==> src/rtl/trbdf_pkg.sv <==
// Package with the shared types and codes of the transmit ring-buffer DMA feeder.
package trbdf_pkg;

  localparam logic CMD_BYTE = 1'b0;
  localparam logic CMD_DONE = 1'b1;

  localparam logic [1:0] ST_OK      = 2'd0;
  localparam logic [1:0] ST_REJECT  = 2'd1;
  localparam logic [1:0] ST_DROP    = 2'd2;
  localparam logic [1:0] ST_IGNORED = 2'd3;

  typedef enum logic [1:0] {
    KIND_DONE,
    KIND_HEAD,
    KIND_BODY
  } kind_t;

  typedef struct packed {
    logic        cmd;
    logic        first;
    logic [15:0] msg_length;
    logic [7:0]  data_byte;
    logic        last;
  } in_item_t;

  typedef struct packed {
    logic [1:0]  status;
    logic        mem_write;
    logic [11:0] mem_addr;
    logic [7:0]  mem_data;
    logic        dma_start;
    logic [11:0] dma_offset;
    logic [12:0] dma_length;
  } out_result_t;

  typedef struct packed {
    kind_t    kind;
    in_item_t item;
  } entry_t;

endpackage

==> src/rtl/trbdf_front.sv <==
// Front end: takes command beats, classifies them and holds them in a two-entry queue.
module trbdf_front (
  input  logic                clk,
  input  logic                rst_n,
  input  logic                start,
  output logic                busy,
  input  trbdf_pkg::in_item_t in_item,
  output logic                q_valid,
  output trbdf_pkg::entry_t   q_entry
);

  trbdf_pkg::entry_t q_r [2];
  logic              wr_ptr_r;
  logic              rd_ptr_r;
  logic [1:0]        count_r;
  logic              push;
  logic              pop;
  trbdf_pkg::entry_t new_entry;

  always_comb begin
    new_entry.item = in_item;
    if (in_item.cmd == trbdf_pkg::CMD_DONE) begin
      new_entry.kind = trbdf_pkg::KIND_DONE;
    end else if (in_item.first) begin
      new_entry.kind = trbdf_pkg::KIND_HEAD;
    end else begin
      new_entry.kind = trbdf_pkg::KIND_BODY;
    end
  end

  assign busy    = (count_r == 2'd2);
  assign push    = start && !busy;
  assign q_valid = (count_r != 2'd0);
  assign pop     = q_valid;
  assign q_entry = q_r[rd_ptr_r];

  always_ff @(posedge clk) begin
    if (push) begin
      q_r[wr_ptr_r] <= new_entry;
    end
    if (!rst_n) begin
      wr_ptr_r <= 1'b0;
      rd_ptr_r <= 1'b0;
      count_r  <= 2'd0;
    end else begin
      if (push) begin
        wr_ptr_r <= !wr_ptr_r;
      end
      if (pop) begin
        rd_ptr_r <= !rd_ptr_r;
      end
      if (push && !pop) begin
        count_r <= count_r + 2'd1;
      end else if (pop && !push) begin
        count_r <= count_r - 2'd1;
      end
    end
  end

endmodule

==> src/rtl/trbdf_back.sv <==
// Back end: ring pointer bookkeeping, memory write strobes and DMA chunk issue.
module trbdf_back #(
  parameter int RING_SIZE = 4096
) (
  input  logic                   clk,
  input  logic                   rst_n,
  input  logic                   q_valid,
  input  trbdf_pkg::entry_t      q_entry,
  output logic                   out_valid,
  output trbdf_pkg::out_result_t out_result
);

  localparam int PTR_W = $clog2(RING_SIZE);
  localparam int LW    = PTR_W + 1;
  localparam int CW    = (LW > 16) ? LW : 16;

  logic [PTR_W-1:0] read_ptr_r, read_ptr_nxt;
  logic [PTR_W-1:0] committed_wp_r, committed_wp_nxt;
  logic [PTR_W-1:0] fill_ptr_r, fill_ptr_nxt;
  logic [PTR_W-1:0] next_read_ptr_r, next_read_ptr_nxt;
  logic             dma_busy_r, dma_busy_nxt;
  logic             msg_accepting_r, msg_accepting_nxt;
  logic [15:0]      bytes_remaining_r, bytes_remaining_nxt;
  logic             out_valid_r;
  trbdf_pkg::out_result_t out_result_r, out_result_nxt;

  logic [LW-1:0]    free_space;
  logic             too_long;
  logic             take;
  logic [PTR_W-1:0] wr_addr;
  logic [PTR_W-1:0] fill_inc;
  logic [15:0]      br_dec;
  logic             commit;
  logic             try_go;
  logic [LW-1:0]    chunk_len;
  logic [31:0]      addr_ext;
  logic [31:0]      off_ext;
  logic [31:0]      len_ext;

  always_comb begin
    if (committed_wp_r >= read_ptr_r) begin
      free_space = LW'(RING_SIZE - 1) + LW'(read_ptr_r) - LW'(committed_wp_r);
    end else begin
      free_space = LW'(read_ptr_r) - LW'(committed_wp_r) - LW'(1);
    end
    too_long = (q_entry.item.msg_length == 16'd0) ||
               (CW'(q_entry.item.msg_length) > CW'(free_space));
  end

  always_comb begin
    read_ptr_nxt        = read_ptr_r;
    committed_wp_nxt    = committed_wp_r;
    fill_ptr_nxt        = fill_ptr_r;
    next_read_ptr_nxt   = next_read_ptr_r;
    dma_busy_nxt        = dma_busy_r;
    msg_accepting_nxt   = msg_accepting_r;
    bytes_remaining_nxt = bytes_remaining_r;
    out_result_nxt      = '0;
    take                = 1'b0;
    try_go              = 1'b0;
    wr_addr             = fill_ptr_r;
    fill_inc            = '0;
    br_dec              = 16'd0;
    commit              = 1'b0;
    chunk_len           = '0;
    addr_ext            = 32'd0;
    off_ext             = 32'd0;
    len_ext             = 32'd0;

    if (q_valid) begin
      case (q_entry.kind)
        trbdf_pkg::KIND_DONE: begin
          if (dma_busy_r) begin
            read_ptr_nxt = next_read_ptr_r;
            dma_busy_nxt = 1'b0;
            try_go       = 1'b1;
          end else begin
            out_result_nxt.status = trbdf_pkg::ST_IGNORED;
          end
        end
        trbdf_pkg::KIND_HEAD: begin
          msg_accepting_nxt = 1'b0;
          wr_addr           = committed_wp_r;
          if (too_long) begin
            out_result_nxt.status = trbdf_pkg::ST_REJECT;
            fill_ptr_nxt          = committed_wp_r;
          end else begin
            take   = 1'b1;
            br_dec = q_entry.item.msg_length - 16'd1;
          end
        end
        trbdf_pkg::KIND_BODY: begin
          if (msg_accepting_r) begin
            take   = 1'b1;
            br_dec = (bytes_remaining_r != 16'd0) ? bytes_remaining_r - 16'd1 : 16'd0;
          end else begin
            out_result_nxt.status = trbdf_pkg::ST_DROP;
          end
        end
        default: begin
          out_result_nxt.status = trbdf_pkg::ST_DROP;
        end
      endcase

      if (take) begin
        fill_inc = (wr_addr == PTR_W'(RING_SIZE - 1)) ? '0 : wr_addr + PTR_W'(1);
        addr_ext = 32'(wr_addr);
        out_result_nxt.mem_write = 1'b1;
        out_result_nxt.mem_addr  = addr_ext[11:0];
        out_result_nxt.mem_data  = q_entry.item.data_byte;
        fill_ptr_nxt        = fill_inc;
        bytes_remaining_nxt = br_dec;
        msg_accepting_nxt   = 1'b1;
        commit = (br_dec == 16'd0) || q_entry.item.last;
        if (commit) begin
          committed_wp_nxt    = fill_inc;
          msg_accepting_nxt   = 1'b0;
          bytes_remaining_nxt = 16'd0;
          try_go              = !dma_busy_r;
        end
      end

      if (try_go && (read_ptr_nxt != committed_wp_nxt)) begin
        if (read_ptr_nxt > committed_wp_nxt) begin
          chunk_len         = LW'(RING_SIZE) - LW'(read_ptr_nxt);
          next_read_ptr_nxt = '0;
        end else begin
          chunk_len         = LW'(committed_wp_nxt) - LW'(read_ptr_nxt);
          next_read_ptr_nxt = committed_wp_nxt;
        end
        dma_busy_nxt = 1'b1;
        off_ext      = 32'(read_ptr_nxt);
        len_ext      = 32'(chunk_len);
        out_result_nxt.dma_start  = 1'b1;
        out_result_nxt.dma_offset = off_ext[11:0];
        out_result_nxt.dma_length = len_ext[12:0];
      end
    end
  end

  always_ff @(posedge clk) begin
    out_result_r <= out_result_nxt;
    if (!rst_n) begin
      read_ptr_r        <= '0;
      committed_wp_r    <= '0;
      fill_ptr_r        <= '0;
      next_read_ptr_r   <= '0;
      dma_busy_r        <= 1'b0;
      msg_accepting_r   <= 1'b0;
      bytes_remaining_r <= 16'd0;
      out_valid_r       <= 1'b0;
    end else begin
      read_ptr_r        <= read_ptr_nxt;
      committed_wp_r    <= committed_wp_nxt;
      fill_ptr_r        <= fill_ptr_nxt;
      next_read_ptr_r   <= next_read_ptr_nxt;
      dma_busy_r        <= dma_busy_nxt;
      msg_accepting_r   <= msg_accepting_nxt;
      bytes_remaining_r <= bytes_remaining_nxt;
      out_valid_r       <= q_valid;
    end
  end

  assign out_valid  = out_valid_r;
  assign out_result = out_result_r;

endmodule

==> src/rtl/tx_ring_buffer_dma_feeder.sv <==
// Top level of the transmit ring-buffer DMA feeder.
// A beat is taken on each clock edge with start high and busy low, and every beat
// (message byte or DMA completion) yields exactly one result, passing through the
// queue and then the back-end output register, shown for one cycle with out_valid high.
// The receiver cannot stall the block. The back end retires one queued beat per
// clock, so one beat per cycle is sustained, a rate set by its pointer update, and
// busy rises only when the two-entry queue between the front and back ends is full.
module tx_ring_buffer_dma_feeder #(
  parameter int RING_SIZE = 4096
) (
  input  logic                   clk,
  input  logic                   rst_n,
  input  logic                   start,
  output logic                   busy,
  input  trbdf_pkg::in_item_t    in_item,
  output logic                   out_valid,
  output trbdf_pkg::out_result_t out_result
);

  logic              q_valid;
  trbdf_pkg::entry_t q_entry;

  trbdf_front u_front (
    .clk     (clk),
    .rst_n   (rst_n),
    .start   (start),
    .busy    (busy),
    .in_item (in_item),
    .q_valid (q_valid),
    .q_entry (q_entry)
  );

  trbdf_back #(
    .RING_SIZE (RING_SIZE)
  ) u_back (
    .clk        (clk),
    .rst_n      (rst_n),
    .q_valid    (q_valid),
    .q_entry    (q_entry),
    .out_valid  (out_valid),
    .out_result (out_result)
  );

  a_accept_queued: assert property (@(posedge clk) disable iff (!rst_n)
    (start && !busy) |=> q_valid)
    else $error("accepted beat did not reach the queue");

  a_queue_drains: assert property (@(posedge clk) disable iff (!rst_n)
    q_valid |=> out_valid)
    else $error("queued beat produced no result");

  a_write_ok: assert property (@(posedge clk) disable iff (!rst_n)
    (out_valid && out_result.mem_write) |-> (out_result.status == trbdf_pkg::ST_OK))
    else $error("memory write with non-ok status");

endmodule
==> config.mk <==
export PLATFORM = sky130hd
export DESIGN_NAME = tx_ring_buffer_dma_feeder
export DESIGN_NICKNAME = d
export VERILOG_FILES = /design/src/rtl/trbdf_pkg.sv /design/src/rtl/trbdf_front.sv /design/src/rtl/trbdf_back.sv /design/src/rtl/tx_ring_buffer_dma_feeder.sv
export SDC_FILE = /design/constraint.sdc
export NUM_CORES = 1
export LEC_CHECK = 0
export BUFFER_PORTS_ARGS = -buffer_cell sky130_fd_sc_hd__buf_2
export CELL_PAD_IN_SITES_DETAIL_PLACEMENT = 2
export CELL_PAD_IN_SITES_GLOBAL_PLACEMENT = 2
export CORE_UTILIZATION = 38
export CTS_CLUSTER_DIAMETER = 60
export DETAILED_ROUTE_END_ITERATION = 10
export GPL_TIMING_DRIVEN = 0
export PLACE_DENSITY = 0.84
export SETUP_SLACK_MARGIN = 0.02
export SYNTH_ARGS = -nofsm -noshare
export SYNTH_HDL_FRONTEND = slang
export SYNTH_SLANG_ARGS = --single-unit
export TNS_END_PERCENT = 1
==> constraint.sdc <==
create_clock -name clk -period 8.1 [get_ports clk]
set_input_delay 0.405 -clock clk [delete_from_list [all_inputs] [get_ports clk]]
set_output_delay 0.405 -clock clk [all_outputs]
set_load 0.02 [all_outputs]
== Word level (Yosys, flattened, before mapping) ==
Memories as Yosys holds them, arrays and structs flattened. A register that Yosys moved wholly into a read port is not among the register bits.
Index checks and enable logic that the tools add are counted.
Operators by class
  add/subtract/negate cells: 11
  magnitude comparators: 3
  equal/unequal tests: 5
  multiplexer cells: 49
  reductions and logical operators: 26
Operators with widths (number)
  12-bit 2-to-1 mux: 13
  16-bit 2-to-1 mux: 5
  16-bit logical NOT: 2
  16-bit one-hot mux with 2 select lines: 1
  16-bit by 1-bit subtractor with 16-bit output, second input constant: 2
  13-bit 2-to-1 mux: 2
  26-bit 2-to-1 mux: 1
  12-bit by 12-bit subtractor with 13-bit output: 2
  21-bit 2-to-1 mux: 1
  1-bit 2-to-1 mux: 18
  16-bit by 13-bit > comparator with 1-bit output: 1
  16-bit nonzero test: 1
  12-bit by 12-bit adder with 13-bit output, first input constant: 1
  13-bit by 1-bit subtractor with 13-bit output, second input constant: 1
  13-bit by 12-bit subtractor with 13-bit output: 1
  13-bit by 12-bit subtractor with 13-bit output, first input constant: 1
  12-bit by 1-bit adder with 12-bit output, second input constant: 1
  12-bit equality test, second input constant: 1
  12-bit greater-or-equal comparator: 1
  12-bit > comparator: 1
  2-bit 2-to-1 mux: 6
  12-bit != test: 1
  2-bit nonzero test: 5
  2-bit AND reduction: 4
  11 further kinds: 21
Word-level totals
  register bits: 120
  RAM bits: 58
  output and inout port bits: 51
  logic and storage cells: 113
  memories: 1
Memory list
  u_front.q_r: words 2, width 29, rd ports 1, clocked after memory_dff 1, wr ports 1, line trbdf_front.sv:12  | trbdf_pkg::entry_t q_r [2];

== Depth between registers and ports, before layout ==
  depth in word-level cells: 17
  gate-level depth with buffers: 34

== Modules after synthesis ==
A second synthesis with hierarchy kept.
Unflattened totals
  cells, all modules: 1011
  area, all modules: 9640.5 sq um
By module, submodules not included
  trbdf_back: instances 1, cells each 894, area each 7308.3 sq um, seq. area each 2322.2 sq um
  trbdf_front: instances 1, cells each 117, area each 2332.2 sq um, seq. area each 1841.8 sq um

== Worst setup path after synthesis ==
No wires, ideal clock.
  path kind: register to register
  start point: register u_back.committed_wp_r[1]
  end point: register u_back.out_result_r, in the netlist u_back.out_result[12]
  data arrival time: 6.744 ns
  data required time: 8.014 ns
  path slack: 1.270 ns
  stages on the path, launching flop included: 32
  path buffers: 2
  clock period less this slack: 6.830 ns
  path through: dfxtp_1 -> inv_1 -> ha_1 -> a21o_1 -> a21oi_1 -> o21bai_1 -> a21oi_1 -> nor2b_1 -> o21a_1 -> o31a_1 -> o41ai_1 -> xor2_1 -> ha_1 -> a21o_1 -> a221oi_1 -> mux2_2 -> a31oi_1 -> or2_2 -> clkbuf_1 -> a211o_1 -> nand2_1 -> buf_2 -> mux2i_1 -> inv_1 -> ha_1 -> o21ai_0 -> a21o_1 -> a31oi_1 -> a41o_1 -> o31a_1 -> or4b_2 -> a211oi_1
Between the ends
  word-level cells in the longest chain between the ends: 16
Ends and longest elaborated chain
  from (decl): line trbdf_back.sv:18  | logic [PTR_W-1:0] committed_wp_r, committed_wp_nxt;
  from (signal assigned): line trbdf_back.sv:154  | committed_wp_r <= committed_wp_nxt;
  branches (longest 16 deep; another with 16-bit by 13-bit > comparator with 1-bit output)
  to (signal assigned): line trbdf_back.sv:142  | out_result_r <= out_result_nxt;
  to (decl): line trbdf_back.sv:25  | trbdf_pkg::out_result_t out_result_r, out_result_nxt;
Several ways; the timed one is not identified. The select of a mux whose other input is x is not followed.
A chain may end at the register's enable or synchronous reset.

== Worst setup path after layout ==
Same ends and word-level chain as after synthesis.

==> flow_summary.rst <==
.. list-table::
   :header-rows: 1

   * - Metric
     - Value
   * - Netlist area before placement
     - ~9600 sq um
   * - Category of the critical setup timing path
     - reg2reg
   * - Wire per inst
     - 24.8 um
   * - Leak Pwr
     - roughly 4.6 nW
   * - Area share of the leading cell type in the synthesized netlist
     - roughly a quarter
   * - Post-route clock skew
     - approximately 0.022 ns
   * - Area of the die
     - 25,800 sq um
   * - Kind of end point of the critical path
     - flop
   * - Clock-pin transition on the worst setup and hold timing paths
     - 0.09 ns
   * - Clock period minus final worst setup slack
     - between 7 and 8 ns
   * - Area inside the core boundary
     - 24,500 sq um
   * - Post-detailed-placement half-perimeter wirelength
     - between 20,000 and 30,000 um
   * - Total routing usage reported by global routing
     - ~29%
   * - Async set or reset register ratio after synthesis
     - 0%
   * - Yosys cell types
     - 75
   * - Inst Count DP
     - approximately 1,400
   * - Crit start category
     - flop
   * - Number of buffers created by CTS
     - 17
   * - Violation count after the first detailed-route iteration
     - about 470
   * - Total count of hold-check failures in the final report
     - 0
   * - Max_slew headroom
     - a little over two fifths
   * - Cell type contributing the most total cell area after synthesis
     - dfxtp_1
   * - Row count
     - 57
   * - Dominant cell type by count on the critical path
     - ha_1
   * - Unrepaired setup endpoints after global routing
     - true
   * - Max Transition Viols Final
     - 0
   * - H-Tree Depth
     - 4
   * - Req. time, crit path
     - 8.45 ns
   * - Period utilization
     - 97.8%
   * - Average cell area after synthesis
     - about 9.3 sq um
   * - TritonCTS Sinks
     - between 150 and 200
   * - Total Nets Final
     - 1,210
   * - Synthesized Nets
     - between 1,000 and 1,500
   * - Met3 layer wire length in the routed design
     - 1480 um
   * - Boundary Pins
     - slightly above 80
   * - Die Width
     - between 150 and 200 um
   * - Max-Cap Viols
     - 0
   * - Last weighted congestion value of the routability-driven placer
     - ~0.86
   * - Via count of the first global-routing pass
     - roughly 9,400
   * - Clock Tree Buf Depth
     - 2
   * - Antenna cells
     - 0
   * - First-pass GRT wire length
     - about 56,000 um
   * - Status
     - complete, no violations
   * - Total iterations of the first detailed-routing run
     - 7
   * - Total power per unit cell area
     - roughly 420 nW/um^2
   * - Worst ir drop on vdd
     - approximately 190 uV
   * - Largest net degree at the start of global routing
     - 28
   * - Post-synthesis cell count
     - a little over 1,000
   * - Number of remaining DRC errors
     - 0
   * - Met2 WL post-DR
     - around 18,000 um
   * - Number of register bits inferred by synthesis
     - 175
   * - Average via count per standard cell
     - ~5.9
   * - Fraction of final layout cells sized beyond drive strength 1
     - between 10% and 20%
   * - Top layer reached by signal wires
     - met4
   * - Total setup violations reported at the end of the flow
     - 0
   * - Antenna Violating Nets Remaining
     - 0
   * - Met1 Wirelength
     - 15,300 um
   * - Ys flop type
     - dfxtp_1
   * - Top area cells in the synthesized netlist
     - dfxtp_1 25%, edfxtp_1 17%, ha_1 7.3%, mux2i_1 5.2%, nor2_1 4.4%
   * - Starting utilization of the core area
     - around two fifths
   * - Max Clock Freq
     - about 130 MHz
   * - CP max stage cell
     - or4b_2
   * - Initial antenna violation count
     - 0
   * - Total Neg Setup Slack
     - 0 ns
   * - Critical Path Max Stage Delay
     - 0.67 ns
   * - Transition at the pin with the smallest max-transition slack
     - about 0.85 ns
   * - Number of enable flip-flop cells after synthesis
     - 54
   * - Chip Height
     - ~160 um
   * - Source-to-sink clock delay at the later pin of the worst-skew pair
     - ~0.46 ns
   * - Count of warnings emitted by yosys
     - 0
   * - CTS tree
     - built
   * - CTS root buffer
     - clkbuf_16
   * - Total overflow reported by the global router
     - 0
   * - Worst min-delay path class
     - in2reg
   * - Routed Wire Length
     - between 30,000 and 40,000 um
   * - Routed via count
     - 8,575
   * - Arrival time of data at the critical path endpoint
     - between 8 and 9 ns
   * - Worst Path Max Fanout
     - 10
   * - Layout-stage area growth over the synthesis result
     - 17.3%
   * - Register area share after synthesis
     - approximately 42%
   * - Count of placed standard cells in the final layout, fillers left out
     - between 1,000 and 1,500
   * - Port-buffer cells
     - 79
cell usage after synthesis, drive strengths merged (3+ instances only):
cell	instances
o211ai	5
or4	4
nor4	11
or3	7
o21bai	6
nand3	39
o22ai	5
ha	56
a311oi	5
a21oi	47
clkbuf	26
mux2i	50
buf	18
xnor2	27
and2	6
o31a	4
and3	10
nor3	21
inv	63
o21a	7
nor4b	6
nor2b	9
a211oi	33
or3b	4
xor2	34
nor2	112
a22oi	7
or2	5
a2bb2oi	3
nand3b	3
mux2	11
nand4	18
o41ai	4
a21o	12
o2bb2ai	3
edfxtp	54
a22o	4
o31ai	15
nand2b	6
dfxtp	121
o21ai	39
a31oi	5
nand2	78
logic make-up after synthesis:
family                     synth area share [%]
AOI/OAI and AO/OA                          15.5
and+or+nand+nor                            17.7
adders and majority gates                  7.75
DFF                                        42.3
xor gates and xnor gates                   5.59
muxes                                      6.54
buffers and inverters                      4.48
worst paths after layout:
| check | slack (ns) | startpoint | cells after the start | endpoint |
|---|---|---|---|---|
| setup / recovery | 0.18 | u_back.committed_wp_r[1] | 29 | u_back.out_result[12] |
| hold / removal | 0.13 | in_item[1] | 1 | u_front.q_r[1][1] |
| setup reg to reg | 0.18 | u_back.committed_wp_r[1] | 29 | u_back.out_result[12] |
| hold reg to reg | 0.48 | u_back.fill_ptr_r[11] | 2 | u_back.fill_ptr_r[11] |
critical path, delay by kind of cell, from the launching register on:
kind	cells	cell delay (ns)
AO/OA/AOI/OAI	15	3.53
XOR/XNOR	1	0.34
adder cells (fa/ha/maj)	3	0.89
buffers and inverters	3	0.41
flip-flops	1	0.42
multiplexers	2	0.72
AND/OR/NAND/NOR	5	1.51
routing by layer:
layer	up-vias	global-route usage, %
li1	3881	-
met1	4342	34.8
met2	270	49.0
met3	82	4.36
met4	0	14.1
met5	-	0
cell usage in the layout (no fill, tap or decap), types with 5 or more instances in the layout:
cell       synthesis  routed
nand3_1           39      39
edfxtp_1          54      54
buf_2              6      86
o211ai_1           5       5
ha_1              56      56
a211oi_1          33      33
or3_1              7       7
o21a_1             7       7
a21o_1            12      12
mux2i_1           50      46
nor4b_1            6       6
dfxtp_1          121     119
nand4_1           18      18
nor3_1            21      21
inv_1             62      62
clkinv_8           0       6
and3_1            10       9
nor2b_1            9       9
a21oi_1           47      46
nor2_1           112     110
clkbuf_16          0      17
nor4_1             9       8
nand2_1           78      78
clkbuf_1          26      20
buf_1              8       6
o22ai_1            5       5
a22oi_1            7       6
o21ai_0           38      36
o21bai_1           6       6
nand2b_1           6       6
xnor2_1           27      27
mux2_2            11      11
xor2_1            34      34
o31ai_1           15      12
a311oi_1           5       5
metrics by stage:
step | total power, W | worst slack, ns | hold WS (ns) | area (sq um) | utilization, %
finish | 0.00472 | 0.181 | 0.126 | 11200 | 45.8
global route | 0.00498 | -0.0561 | 0.116 | 11200 | 45.8
CTS | 0.00454 | 0.0276 | 0.117 | 11100 | 45.4
detailed placement | 0.00354 | -0.862 | 0.452 | 10400 | 42.4
global placement | 0.00336 | -0.405 | 0.440 | 10400 | 42.3
floorplan | 0.00280 | 1.27 | 0.431 | 9550 | -
sequential cells by signal (all words and copies together) (netlist names), named ones only:
name / cells
u_front.q_r: 54
u_back.out_result: 49
u_back.bytes_remaining_r: 16
u_back.committed_wp_r: 12
u_back.fill_ptr_r: 12
u_back.next_read_ptr_r: 12
u_back.read_ptr_r: 12
u_front.count_r: 2
u_back.dma_busy_r: 1
u_back.msg_accepting_r: 1
u_back.out_valid: 1
u_front.rd_ptr_r: 1
u_front.wr_ptr_r: 1
where the power goes:
| part | leakage, nW | internal [W] | total, W | switching [W] |
|---|---|---|---|---|
| clock | 0.301 | 0.000427 | 0.000883 | 0.000456 |
| combinational | 2.84 | 0.000991 | 0.00266 | 0.00167 |
| sequential | 1.49 | 0.00104 | 0.00118 | 0.000140 |
| total | 4.63 | 0.00245 | 0.00472 | 0.00227 |
timing repair:
item                                    4_1_cts  5_1_grt
pin swaps                                     1        1
hold endpoints to repair                      0        0
resized for setup                            25       22
hold buffers                                  0        0
setup buffers                                 0        0
endpoints found under the setup margin       39       39
area by class of cell:
class                   count  area [sq um]
flip-flops and latches    175          4050
multi-input cells         742          5250
fillers                  2638         13300
clock inverters            15           201
clock buffers              17           425
plain buffers              43           210
inverters                  63           236
well taps                 324           405
repair buffers             80           423
Note: power is estimated with default switching activity, not from simulation.
